$ cat config.mk
export PLATFORM = sky130hd
export DESIGN_NAME = arcsine_table_interpolator_top
export DESIGN_NICKNAME = d
export VERILOG_FILES = /design/src/rtl/core/asti_pkg.sv /design/src/rtl/core/asti_interp.sv /design/src/rtl/core/arcsine_table_interpolator_top.sv
export SDC_FILE = /design/constraint.sdc
export NUM_CORES = 1
export LEC_CHECK = 0
export BUFFER_PORTS_ARGS = -buffer_cell sky130_fd_sc_hd__buf_2
export CAP_MARGIN = 25
export CORE_ASPECT_RATIO = 0.9
export CORE_MARGIN = 2
export CORE_UTILIZATION = 45
export DETAILED_ROUTE_END_ITERATION = 6
export SLEW_MARGIN = 20
export SYNTH_ARGS = -nofsm -noshare
export SYNTH_HDL_FRONTEND = slang
export SYNTH_HIERARCHICAL = 1
export SYNTH_SLANG_ARGS = --single-unit
$ cat constraint.sdc
create_clock -name clk -period 11.2 [get_ports clk]
set_input_delay 2.24 -clock clk [delete_from_list [all_inputs] [get_ports clk]]
set_output_delay 2.24 -clock clk [all_outputs]
set_load 0.005 [all_outputs]
$ cat src/rtl/core/asti_pkg.sv
`timescale 1ns / 1ps

package asti_pkg;

    localparam int SINE_W  = 14;
    localparam int ANGLE_W = 15;
    localparam int TAB_W   = 14;
    localparam int IDX_W   = 7;
    localparam int FRAC_W  = 6;
    localparam int MAG_W   = IDX_W + FRAC_W;
    localparam int DIFF_W  = 10;
    localparam int PROD_W  = DIFF_W + FRAC_W;

    typedef logic signed [SINE_W-1:0]  sine_t;
    typedef logic signed [ANGLE_W-1:0] angle_t;
    typedef logic        [TAB_W-1:0]   tab_t;
    typedef logic        [IDX_W-1:0]   idx_t;

    localparam sine_t SINE_POS = 14'sd4096;
    localparam sine_t SINE_NEG = -14'sd4096;
    localparam tab_t  QUARTER  = 14'd8192;

    function automatic tab_t asin_entry(input idx_t idx);
        tab_t v;
        case (idx)
            7'd0:  v = 14'd0;
            7'd1:  v = 14'd81;
            7'd2:  v = 14'd163;
            7'd3:  v = 14'd245;
            7'd4:  v = 14'd326;
            7'd5:  v = 14'd408;
            7'd6:  v = 14'd490;
            7'd7:  v = 14'd572;
            7'd8:  v = 14'd654;
            7'd9:  v = 14'd736;
            7'd10: v = 14'd818;
            7'd11: v = 14'd901;
            7'd12: v = 14'd984;
            7'd13: v = 14'd1067;
            7'd14: v = 14'd1150;
            7'd15: v = 14'd1234;
            7'd16: v = 14'd1318;
            7'd17: v = 14'd1402;
            7'd18: v = 14'd1487;
            7'd19: v = 14'd1572;
            7'd20: v = 14'd1658;
            7'd21: v = 14'd1744;
            7'd22: v = 14'd1830;
            7'd23: v = 14'd1917;
            7'd24: v = 14'd2005;
            7'd25: v = 14'd2093;
            7'd26: v = 14'd2182;
            7'd27: v = 14'd2271;
            7'd28: v = 14'd2362;
            7'd29: v = 14'd2453;
            7'd30: v = 14'd2544;
            7'd31: v = 14'd2637;
            7'd32: v = 14'd2731;
            7'd33: v = 14'd2825;
            7'd34: v = 14'd2921;
            7'd35: v = 14'd3018;
            7'd36: v = 14'd3116;
            7'd37: v = 14'd3215;
            7'd38: v = 14'd3315;
            7'd39: v = 14'd3417;
            7'd40: v = 14'd3521;
            7'd41: v = 14'd3626;
            7'd42: v = 14'd3733;
            7'd43: v = 14'd3842;
            7'd44: v = 14'd3953;
            7'd45: v = 14'd4067;
            7'd46: v = 14'd4183;
            7'd47: v = 14'd4301;
            7'd48: v = 14'd4423;
            7'd49: v = 14'd4548;
            7'd50: v = 14'd4676;
            7'd51: v = 14'd4809;
            7'd52: v = 14'd4946;
            7'd53: v = 14'd5089;
            7'd54: v = 14'd5237;
            7'd55: v = 14'd5393;
            7'd56: v = 14'd5556;
            7'd57: v = 14'd5730;
            7'd58: v = 14'd5916;
            7'd59: v = 14'd6117;
            7'd60: v = 14'd6338;
            7'd61: v = 14'd6589;
            7'd62: v = 14'd6885;
            7'd63: v = 14'd7269;
            default: v = QUARTER;
        endcase
        return v;
    endfunction

endpackage

$ cat src/rtl/core/asti_interp.sv
`timescale 1ns / 1ps

module asti_interp (
    input  asti_pkg::sine_t  sine,
    output asti_pkg::angle_t angle
);
    import asti_pkg::*;

    sine_t                sat;
    logic                 neg;
    logic [MAG_W-1:0]     mag;
    idx_t                 idx;
    logic [FRAC_W-1:0]    frac;
    tab_t                 a;
    tab_t                 b;
    logic [DIFF_W-1:0]    diff;
    logic [PROD_W-1:0]    prod;
    tab_t                 r;

    always_comb
    begin
        if (sine > SINE_POS)
            sat = SINE_POS;
        else if (sine < SINE_NEG)
            sat = SINE_NEG;
        else
            sat = sine;
        neg  = sat[SINE_W-1];
        mag  = neg ? MAG_W'(-sat) : MAG_W'(sat);
        idx  = mag[MAG_W-1:FRAC_W];
        frac = mag[FRAC_W-1:0];
        a    = asin_entry(idx);
        b    = asin_entry(idx + 7'd1);
        diff = DIFF_W'(b - a);
        prod = {{FRAC_W{1'b0}}, diff} * {{DIFF_W{1'b0}}, frac};
        r    = TAB_W'(a + {{(TAB_W-(PROD_W-FRAC_W)){1'b0}}, prod[PROD_W-1:FRAC_W]});
        angle = neg ? ANGLE_W'(-$signed({1'b0, r})) : ANGLE_W'($signed({1'b0, r}));
    end

endmodule

$ cat src/rtl/core/arcsine_table_interpolator_top.sv
`timescale 1ns / 1ps
// channel   ports                         transaction
// input     start, busy, sine_in[13:0]    start && !busy at a rising edge
// result    done, angle_out[14:0]         done high for one cycle
//
// One transaction per cycle; busy never rises.
// The path runs through the input register, a table lookup with one multiply,
// and the result register.
// Reset clears the valid flags; no state survives a transaction.
// The receiver cannot stall, so results are never held.

module arcsine_table_interpolator_top (
    input  logic             clk,
    input  logic             rst_n,
    input  logic             start,
    output logic             busy,
    input  asti_pkg::sine_t  sine_in,
    output logic             done,
    output asti_pkg::angle_t angle_out
);
    import asti_pkg::*;

    logic   valid_reg;
    sine_t  sine_reg;
    logic   done_reg;
    angle_t angle_reg;
    angle_t angle_next;

    asti_interp u_interp (
        .sine  (sine_reg),
        .angle (angle_next)
    );

    always_ff @(posedge clk or negedge rst_n)
    begin
        if (!rst_n)
        begin
            valid_reg <= 1'b0;
            done_reg  <= 1'b0;
        end
        else
        begin
            valid_reg <= start && !busy;
            done_reg  <= valid_reg;
        end
    end

    always_ff @(posedge clk)
    begin
        sine_reg  <= sine_in;
        angle_reg <= angle_next;
    end

    assign busy      = 1'b0;
    assign done      = done_reg;
    assign angle_out = angle_reg;

endmodule

* Word level (Yosys, flattened, before mapping) *
Memory sizes are Yosys's and may differ from the RTL's.
Index checks and enable logic that the tools add are counted.

cells by class
  magnitude comparators = 2
  add/sub/neg operators = 5
  multipliers = 1
  mux-type cells = 6

operators with widths
  kind                    count
  $mux W14                4
  $mul A10 B6 Y16         1
  $neg A14 Y15            1
  $add A14 B10 Y14        1
  $gt A14 B14 Y1 const B  1
  $lt A14 B13 Y1 const B  1
  $mux W13                1
  $neg A13 Y13            1
  $mux W10                1
  $sub A10 B10 Y10        1
  $add A7 B1 Y7 const B   1

storage, ports and cells
  memories = 2
  memory bits (read-only) = 1664
  register bits = 31
  word-level logic and storage cells = 21
  output and inout port bits = 17

memory list
  memory            words  bits a word  rd ports  clocked after Yosys merged registers in  write ports  line            RTL
  (name not given)  64     13           1         0                                        0            asti_pkg.sv:25  case (idx)
  (name not given)  64     13           1         0                                        0            asti_pkg.sv:25

* Depth between registers and ports, before layout *
Gate-level depths: netlist of run 1.
An unclocked memory read counts as a cell.

  depth after elaboration = 13
  gate-level depth with buffers = 52

* Hierarchy *
Netlist of run 1, hierarchy kept.

modules (own cells, without submodules)
  module                          cells an instance  instances  area each (um^2)
  asti_interp                     914                1          6029.5
  arcsine_table_interpolator_top  33                 1          641.9

* Worst setup path before layout of run 1 *
No wires, ideal clock.

  path kind = register -> register
  from = reg sine_reg[12]
  to = reg angle_reg[13], in the netlist angle_out[13]
  path slack = 0.194 ns
  arrival time = 10.886 ns
  cell stages (with the launch flop) = 48
  buffers on the path = 5
  path through = dfxtp_1 > buf_1 > xnor2_1 > nand2_1 > ha_1 > nand3_1 > o21ai_0 > a211o_1 > buf_2 > inv_2 > clkbuf_1 > ha_1 > clkbuf_1 > clkbuf_1 > nand2_1 > a311o_1 > a21o_1 > ha_1 > (+12 left out) > a21oi_1 > o41ai_1 > a21oi_1 > nor2b_1 > o21a_1 > o31a_1 > o41a_1 > a21oi_1 > xnor2_1 > ha_1 > nand2_1 > o31ai_1 > xor2_1 > or4_1 > a2111oi_2 > mux2i_1 > a22oi_1 > or2_1

on the way
  cells in the longest elaborated chain, start to end = 13
  elaborated cells between the ends (all ways) = 16
  those cells by class = add/sub: 5; mul: 1; order compare: 2; mux: 6; memory: 2

ends and longest elaborated chain
  item                      line                                  RTL
  start, declared           arcsine_table_interpolator_top.sv:24  sine_t sine_reg;
  start signal, assigned    arcsine_table_interpolator_top.sv:50  sine_reg <= sine_in;
  $lt A14 B13 Y1            asti_interp.sv:24                     else if (sine < SINE_NEG)
  $mux W14                  asti_interp.sv:24
  $mux W14 (*)              asti_interp.sv:22                     if (sine > SINE_POS)
  $neg A13 Y13              asti_interp.sv:29                     mag = neg ? MAG_W'(-sat) : MAG_W'(sat);
  $mux W13                  asti_interp.sv:29
  $add A7 B1 Y7             asti_interp.sv:33                     b = asin_entry(idx + 7'd1);
  $mem_v2 Z64 W13           -
  $mux W10                  asti_pkg.sv:25
  $sub A10 B10 Y10          asti_interp.sv:34                     diff = DIFF_W'(b - a);
  $mul A10 B6 Y16           asti_interp.sv:35                     prod = {{FRAC_W{1'b0}}, diff} * {{DIFF_W{1'b0}}, frac};
  $add A14 B10 Y14          asti_interp.sv:36                     r = TAB_W'(a + {{(TAB_W-(PROD_W-FRAC_W)){1'b0}}, prod[PROD_W-1:FRAC_W]});
  $neg A14 Y15              asti_interp.sv:37                     angle = neg ? ANGLE_W'(-$signed({1'b0, r})) : ANGLE_W'($signed({1'b0, r}));
  $mux W14 (*)              asti_interp.sv:37
  named net angle_next[13]  arcsine_table_interpolator_top.sv:27  angle_t angle_next;
  end signal, assigned      arcsine_table_interpolator_top.sv:51  angle_reg <= angle_next;
  end, declared             arcsine_table_interpolator_top.sv:26  angle_t angle_reg;

The timed path passes the listed nets; every way through them passes the cells marked *.
A chain may end at the register's enable or synchronous reset.

* Worst setup path in the final report of run 1 *
  from = reg sine_reg[5]
  to = reg angle_reg[13], in the netlist angle_out[13]

Same word-level chain as after synthesis.

==> results of run 1 <==
==> power by group through the flow <==
| stage | clock network, mW | logic [mW] | registers, mW |
|---|---|---|---|
| 2_1_floorplan | 0 | 1.81 | 0.178 |
| 3_3_place_gp | 0 | 2.30 | 0.175 |
| 3_5_place_dp | 0 | 2.31 | 0.175 |
| 4_1_cts | 0.162 | 2.33 | 0.173 |
| 5_1_grt | 0.166 | 2.71 | 0.177 |
| 6_report | 0.159 | 2.38 | 0.174 |
==> area by class of cell <==
class                           instances  area [sq um]  share of cell area, %
Clock buffer                            6         138.9                  1.822
Multi-Input combinational cell        789          5674                  74.43
Inverter                               60         225.2                  2.954
Timing Repair Buffer                   92         668.1                  8.764
Tap cell                              198         247.7                  3.250
Clock inverter                          2         35.03                 0.4595
Sequential cell                        31         634.4                  8.321
==> critical path, delay by kind of cell (launching register included) <==
family | cells | cell delay, ns
simple gates | 9 | 2.29
buf+inv | 2 | 0.31
flops | 1 | 0.36
fa+ha+maj | 7 | 2.70
xor+xnor | 3 | 0.52
compound gates | 19 | 4.21
mux | 1 | 0.22
==> cell usage in the layout, fill, tap and decap left out, drive strengths merged, types with 21 or more instances in the layout <==
cell,n
or2,21
dfxtp,29
a211oi,21
o21ai,48
xnor2,37
buf,92
nand2,91
inv,60
ha,63
nor3,35
nor2,122
a21oi,94
fa,34
==> logic make-up (layout without fill, tap and decap cells) <==
logic type | count (synthesis) | in the layout | synth area share (%)
and+or+nand+nor | 343 | 343 | 24.08
AOI/OAI and AO/OA | 286 | 286 | 28.26
buffers and inverters | 127 | 160 | 7.539
adders and majority gates | 98 | 98 | 22.17
xor gates and xnor gates | 51 | 51 | 6.920
DFF | 31 | 31 | 9.452
muxes | 10 | 10 | 1.519
other | 1 | 1 | 0.05621
==> routing by layer <==
| layer | wire, um | share of wire (%) | vias to the layer above |
|---|---|---|---|
| li1 | - | - | 3427 |
| met1 | 10180 | 45 | 3304 |
| met2 | 9476 | 41 | 395 |
| met3 | 2294 | 10 | 70 |
| met4 | 916 | 4.0 | 0 |
| met5 | 0 | 0 | - |
==> repair_timing <==
item / 4_1_cts / 5_1_grt
gates resized for setup: 2 / 23
hold buffers: 0 / 0
pin swaps: 0 / 3
hold endpoints to repair: 0 / 0
endpoints found under the setup margin: 1 / 5
setup buffers: 0 / 6
==> stage by stage <==
step	util (%)	area, sq um	instances
2_1_floorplan	-	6671	947
3_3_place_gp	49.81	7277	1164
3_5_place_dp	49.81	7277	1164
4_1_cts	51.10	7466	1172
5_1_grt	52.18	7624	1178
6_report	52.18	7624	1178
==> final timing paths <==
| kind | start | to | depth (start not counted) |
|---|---|---|---|
| max | sine_reg[5] | angle_out[13] | 41 |
| max in group asynchronous | rst_n | done | 1 |
| min reg2reg | valid_reg | done | 0 |
| min in group asynchronous | rst_n | valid_reg | 1 |
| min | valid_reg | done | 0 |
| max reg2reg | sine_reg[5] | angle_out[13] | 41 |
==> out/results.ini, run 1 <==
[pwr]
p_per_area_nw_per_um2 = 356.5
leakagePower_nw = 3.296
ir_worst_vdd_mv = 0.3384
pwr-share-seq_pct = 6.4
p_comb_share_pct = 87.7
power_frac_clock_pct = 5.9
p_switching_mw = 1.444
intPower_mw = 1.274
p_sw_share_pct = 53.12
power_mw = 2.718

[place]
dp_hpwl_mm = 17.30
globalplace.congestion = 1.001
pre_cts_ws_ns = -0.1562
io_buffer_count = 32

[die]
die_w_um = 132.3
start_util_pct = 45.67
rows = 42
coreArea_sq_um = 14610
ios = 34
die_area_sq_um = 15820
die_y_um = 119.5

[clock_network]
clock_latency_ns = 0.28
root_buffer = clkbuf_16
cts_tree = built
clkSinkCount = 31
cts_made_buffers = 5
clk_path_buf_depth = 2
cts.clk_slew.worst_paths_ns = 0.05
htreeDepth = 2

[drt]
ant_nets = 0
wl_per_cell_um = 19.41
vias = 7196
route.detailed.drc = 0
routed_wl_mm = 22.86
drtIter0Drc = 874
via_per_inst = 6.109
dr.pass1.iters = 5

[layout]
largest_reg_flops = 15
drive_gt1_share_pct = 16.43
syn2layout_area_growth_pct = 14.27
fillers = 1467
nNetsFinal = 1093
antenna_cells = 0

[sta]
whs_ns = 0.3586
fin_crit_sh_pct = 95.85
hold_viol = 0
setup_slack_ns = 0.4649
clock.fmax_ghz = 0.09315
worst_slew_pin_slew_ns = 0.7692
maxSlewHeadroom_pct = 48.72
maxSlewViolCount = 0
setup_tns_ns = 0
finClkSkew_ns = 0.005064
setup_viol = 0
finalCriticalPeriod_ns = 10.74

[synthesis]
synthCells = 947
synth_common_cells = nor2_1, a21oi_1, nand2_1
ys_ff_latch = 31
synth.area.top_cells = ha_1, fa_1, dfxtp_1, a21oi_1, nor2_1
yosysMostFrequentCell = nor2_1
yosys_warnings = 6
synth_area_per_cell_sq_um = 7.045
syn_nets = 1061
synth_cell_types = 78
synth_top_area_share_pct = 11.82
synth_flop_cell = dfxtp_1
synthArstFlopShare_pct = 6.452
synth-edff-count = 0
yosysSeqAreaShare_pct = 9.452
synth_area_sq_um = 6671
yosys.area.top_type = ha_1

[worst_setup_path]
worstSetupEndpointType = register
worst_path_max_delay_cell = or4_4
cp.arrival_ns = 10.90
required_ns = 11.37
slowest_delay_ns = 0.64
crit_path_frequent_cell = a21o_1
critPathKind = register to register
start_kind = register
crit_fanout = 14
rrSetupSlack_ns = 0.46

[global_routing]
busiest_layer = met2
antenna_found_initial = 0
grt_pass1_wl_mm = 36.21
overflow = 0
grt.met1_usage_pct = 41.47
grt_pass1_vias = 6585
grtUsageMet3_pct = 4.267
grt_usage_pct = 28.63
grt_max_degree = 48
met2_usage_pct = 42.62

[job]
maxCapViolations = 0

[run_status]
status = completed

[hold_path]
hold_class = register to register

No activity file was read; power rests on OpenSTA's default activity.
==> run 2, diff against run 1 <==
- ABC_CLOCK_PERIOD_IN_PS: unset -> 11200
- BUFFER_PORTS_ARGS: -buffer_cell sky130_fd_sc_hd__buf_2 -> unset
- DONT_BUFFER_PORTS: unset -> 1
==> run 2 against run 1 <==
Compared with the run above:
- register-to-register slack better by 0.17 ns
- global-route usage hardly changed
- first-iteration DRC count is 13% lower
- flip-flop and latch count stayed put
- largest cell class unchanged
==> out/results.ini, run 2 (synthesized netlist as in run 1, its figures left out) <==
[run_status]
status = completed  ; unchanged

[worst_setup_path]
required_ns = 11.36  ; was 11.37 ns
worst_path_max_delay_cell = or4_4  ; unchanged
crit_fanout = 22  ; was 14
critPathKind = register to register  ; unchanged
crit_buf_inv = 6  ; was 2
startpoint = sine_reg[13]  ; was sine_reg[5]
start_kind = register  ; unchanged
worstSetupEndpointType = register  ; unchanged
cp.arrival_ns = 10.72  ; was 10.90 ns
crit_path_frequent_cell = ha_1  ; was a21o_1
worstReg2RegStart = sine_reg[13]  ; was sine_reg[5]
path_delay_family = compound AO/OA/AOI/OAI gates  ; unchanged
slowest_delay_ns = 0.58  ; was 0.64 ns

[place]
placed_cells = 1129  ; was 1164
io_buffer_count = 0  ; was 32
dpl_cell_area_sq_um = 7057  ; was 7277 sq um
globalplace.congestion = 0.9759  ; was 1.001
dp_hpwl_mm = 17.17  ; was 17.30 mm
pre_cts_ws_ns = 0.3820  ; was -0.1562 ns

[die]
die_w_um = 132.3  ; unchanged
die_y_um = 119.5  ; unchanged
ios = 34  ; unchanged
start_util_pct = 45.67  ; unchanged
rows = 42  ; unchanged
die_area_sq_um = 15820  ; unchanged
coreArea_sq_um = 14610  ; unchanged

[sta]
worst_slew_pin_slew_ns = 1.035  ; was 0.7692 ns
setup_slack_ns = 0.6372  ; was 0.4649 ns
hold_viol = 0  ; unchanged
maxSlewViolCount = 0  ; unchanged
setup_viol = 0  ; unchanged
setup_tns_ns = 0  ; unchanged
maxSlewHeadroom_pct = 31.03  ; was 48.72%
finalCriticalPeriod_ns = 10.56  ; was 10.74 ns
finClkSkew_ns = 0.004902  ; was 0.005064 ns
fin_crit_sh_pct = 94.31  ; was 95.85%
clock.fmax_ghz = 0.09467  ; was 0.09315 GHz

[layout]
syn2layout_area_growth_pct = 11.27  ; was 14.27%
final_common_cell = nor2_1  ; unchanged
drive_gt1_share_pct = 13.65  ; was 16.43%
antenna_cells = 0  ; unchanged
fin_cells = 1143  ; was 1178
post-route-cell-area_sq_um = 7423  ; was 7624 sq um
post-route-util_pct = 50.81  ; was 52.18%
mostFrequentLayoutCells = nor2_1, nand2_1, a21oi_1  ; unchanged
largest_reg_flops = 15  ; unchanged
nNetsFinal = 1059  ; was 1093

[clock_network]
cts.clk_slew.worst_paths_ns = 0.05  ; about the same
clock_latency_ns = 0.27  ; was 0.28 ns
clk_path_buf_depth = 2  ; unchanged
cts_tree = built  ; unchanged
clkSinkCount = 31  ; unchanged
cts_made_buffers = 5  ; unchanged
htreeDepth = 2  ; unchanged
root_buffer = clkbuf_16  ; unchanged

[global_routing]
overflow = 0  ; unchanged
grt_max_degree = 47  ; was 48
grt_usage_pct = 28.66  ; was 28.63%
grt_pass1_vias = 6931  ; was 6585
grt_pass1_wl_mm = 36.79  ; was 36.21 mm
antenna_found_initial = 0  ; unchanged

[drt]
via_per_inst = 6.269  ; was 6.109
ant_nets = 0  ; unchanged
dr.pass1.iters = 6  ; was 5
routed_wl_mm = 22.75  ; was 22.86 mm
route.detailed.drc = 0  ; unchanged
wl_per_cell_um = 19.90  ; was 19.41 um
vias = 7165  ; was 7196
drtIter0Drc = 761  ; was 874

[pwr]
p_per_area_nw_per_um2 = 360.2  ; was 356.5 nW/um^2
ir_worst_vdd_mv = 0.3373  ; was 0.3384 mV
leakagePower_nw = 3.140  ; was 3.296 nW

[hold_path]
worstHoldStart = valid_reg  ; unchanged
hold_class = register to register  ; unchanged

[job]
maxCapViolations = 0  ; unchanged

## run 2: routing by layer
metal  routed length [um]  track usage (%)  part of all wire, %
met1                10080            40.69                   44
met5                    0                0                    0
met4                  866            11.16                  3.8
met2                 9730            44.30                   43
met3                 2070            3.633                  9.1
## run 2: path summary, 6_finish.rpt
| path | to | slack (ns) | cells after the start |
|---|---|---|---|
| max | angle_out[13] | 0.64 | 46 |
| max reg2reg | angle_out[13] | 0.64 | 46 |
| min reg2reg | done | 0.37 | 0 |
| min in group asynchronous | valid_reg | 1.66 | 0 |
| max in group asynchronous | done | 9.47 | 0 |
| min | done | 0.37 | 0 |
## run 2: final cells by class
type,instances,area (sq um)
Clock buffer,6,138.9
Clock inverter,1,5.005
Fill cell,1474,7186
Inverter,60,225.2
Multi-Input combinational cell,789,5728
Sequential cell,31,630.6
Tap cell,198,247.7
Timing Repair Buffer,58,447.9
## run 2: repair_timing
action                                  in CTS  in global routing
endpoints found under the setup margin       0                  4
gates resized for setup                      0                 29
buffers inserted                             0                  7
hold buffers                                 0                  0
## run 2: metrics by stage
step | hold slack (ns) | power [mW]
floorplan | 0.3312 | 1.985
global placement | 0.3402 | 2.443
detailed placement | 0.3515 | 2.453
CTS | 0.3754 | 2.614
global route | 0.3757 | 3.018
finish | 0.3683 | 2.674
## run 2: report_power, final
group	internal, mW	switching, mW
combinational	0.980	1.38
sequential	0.165	0.0169
clock	0.0863	0.0430
total	1.23	1.44
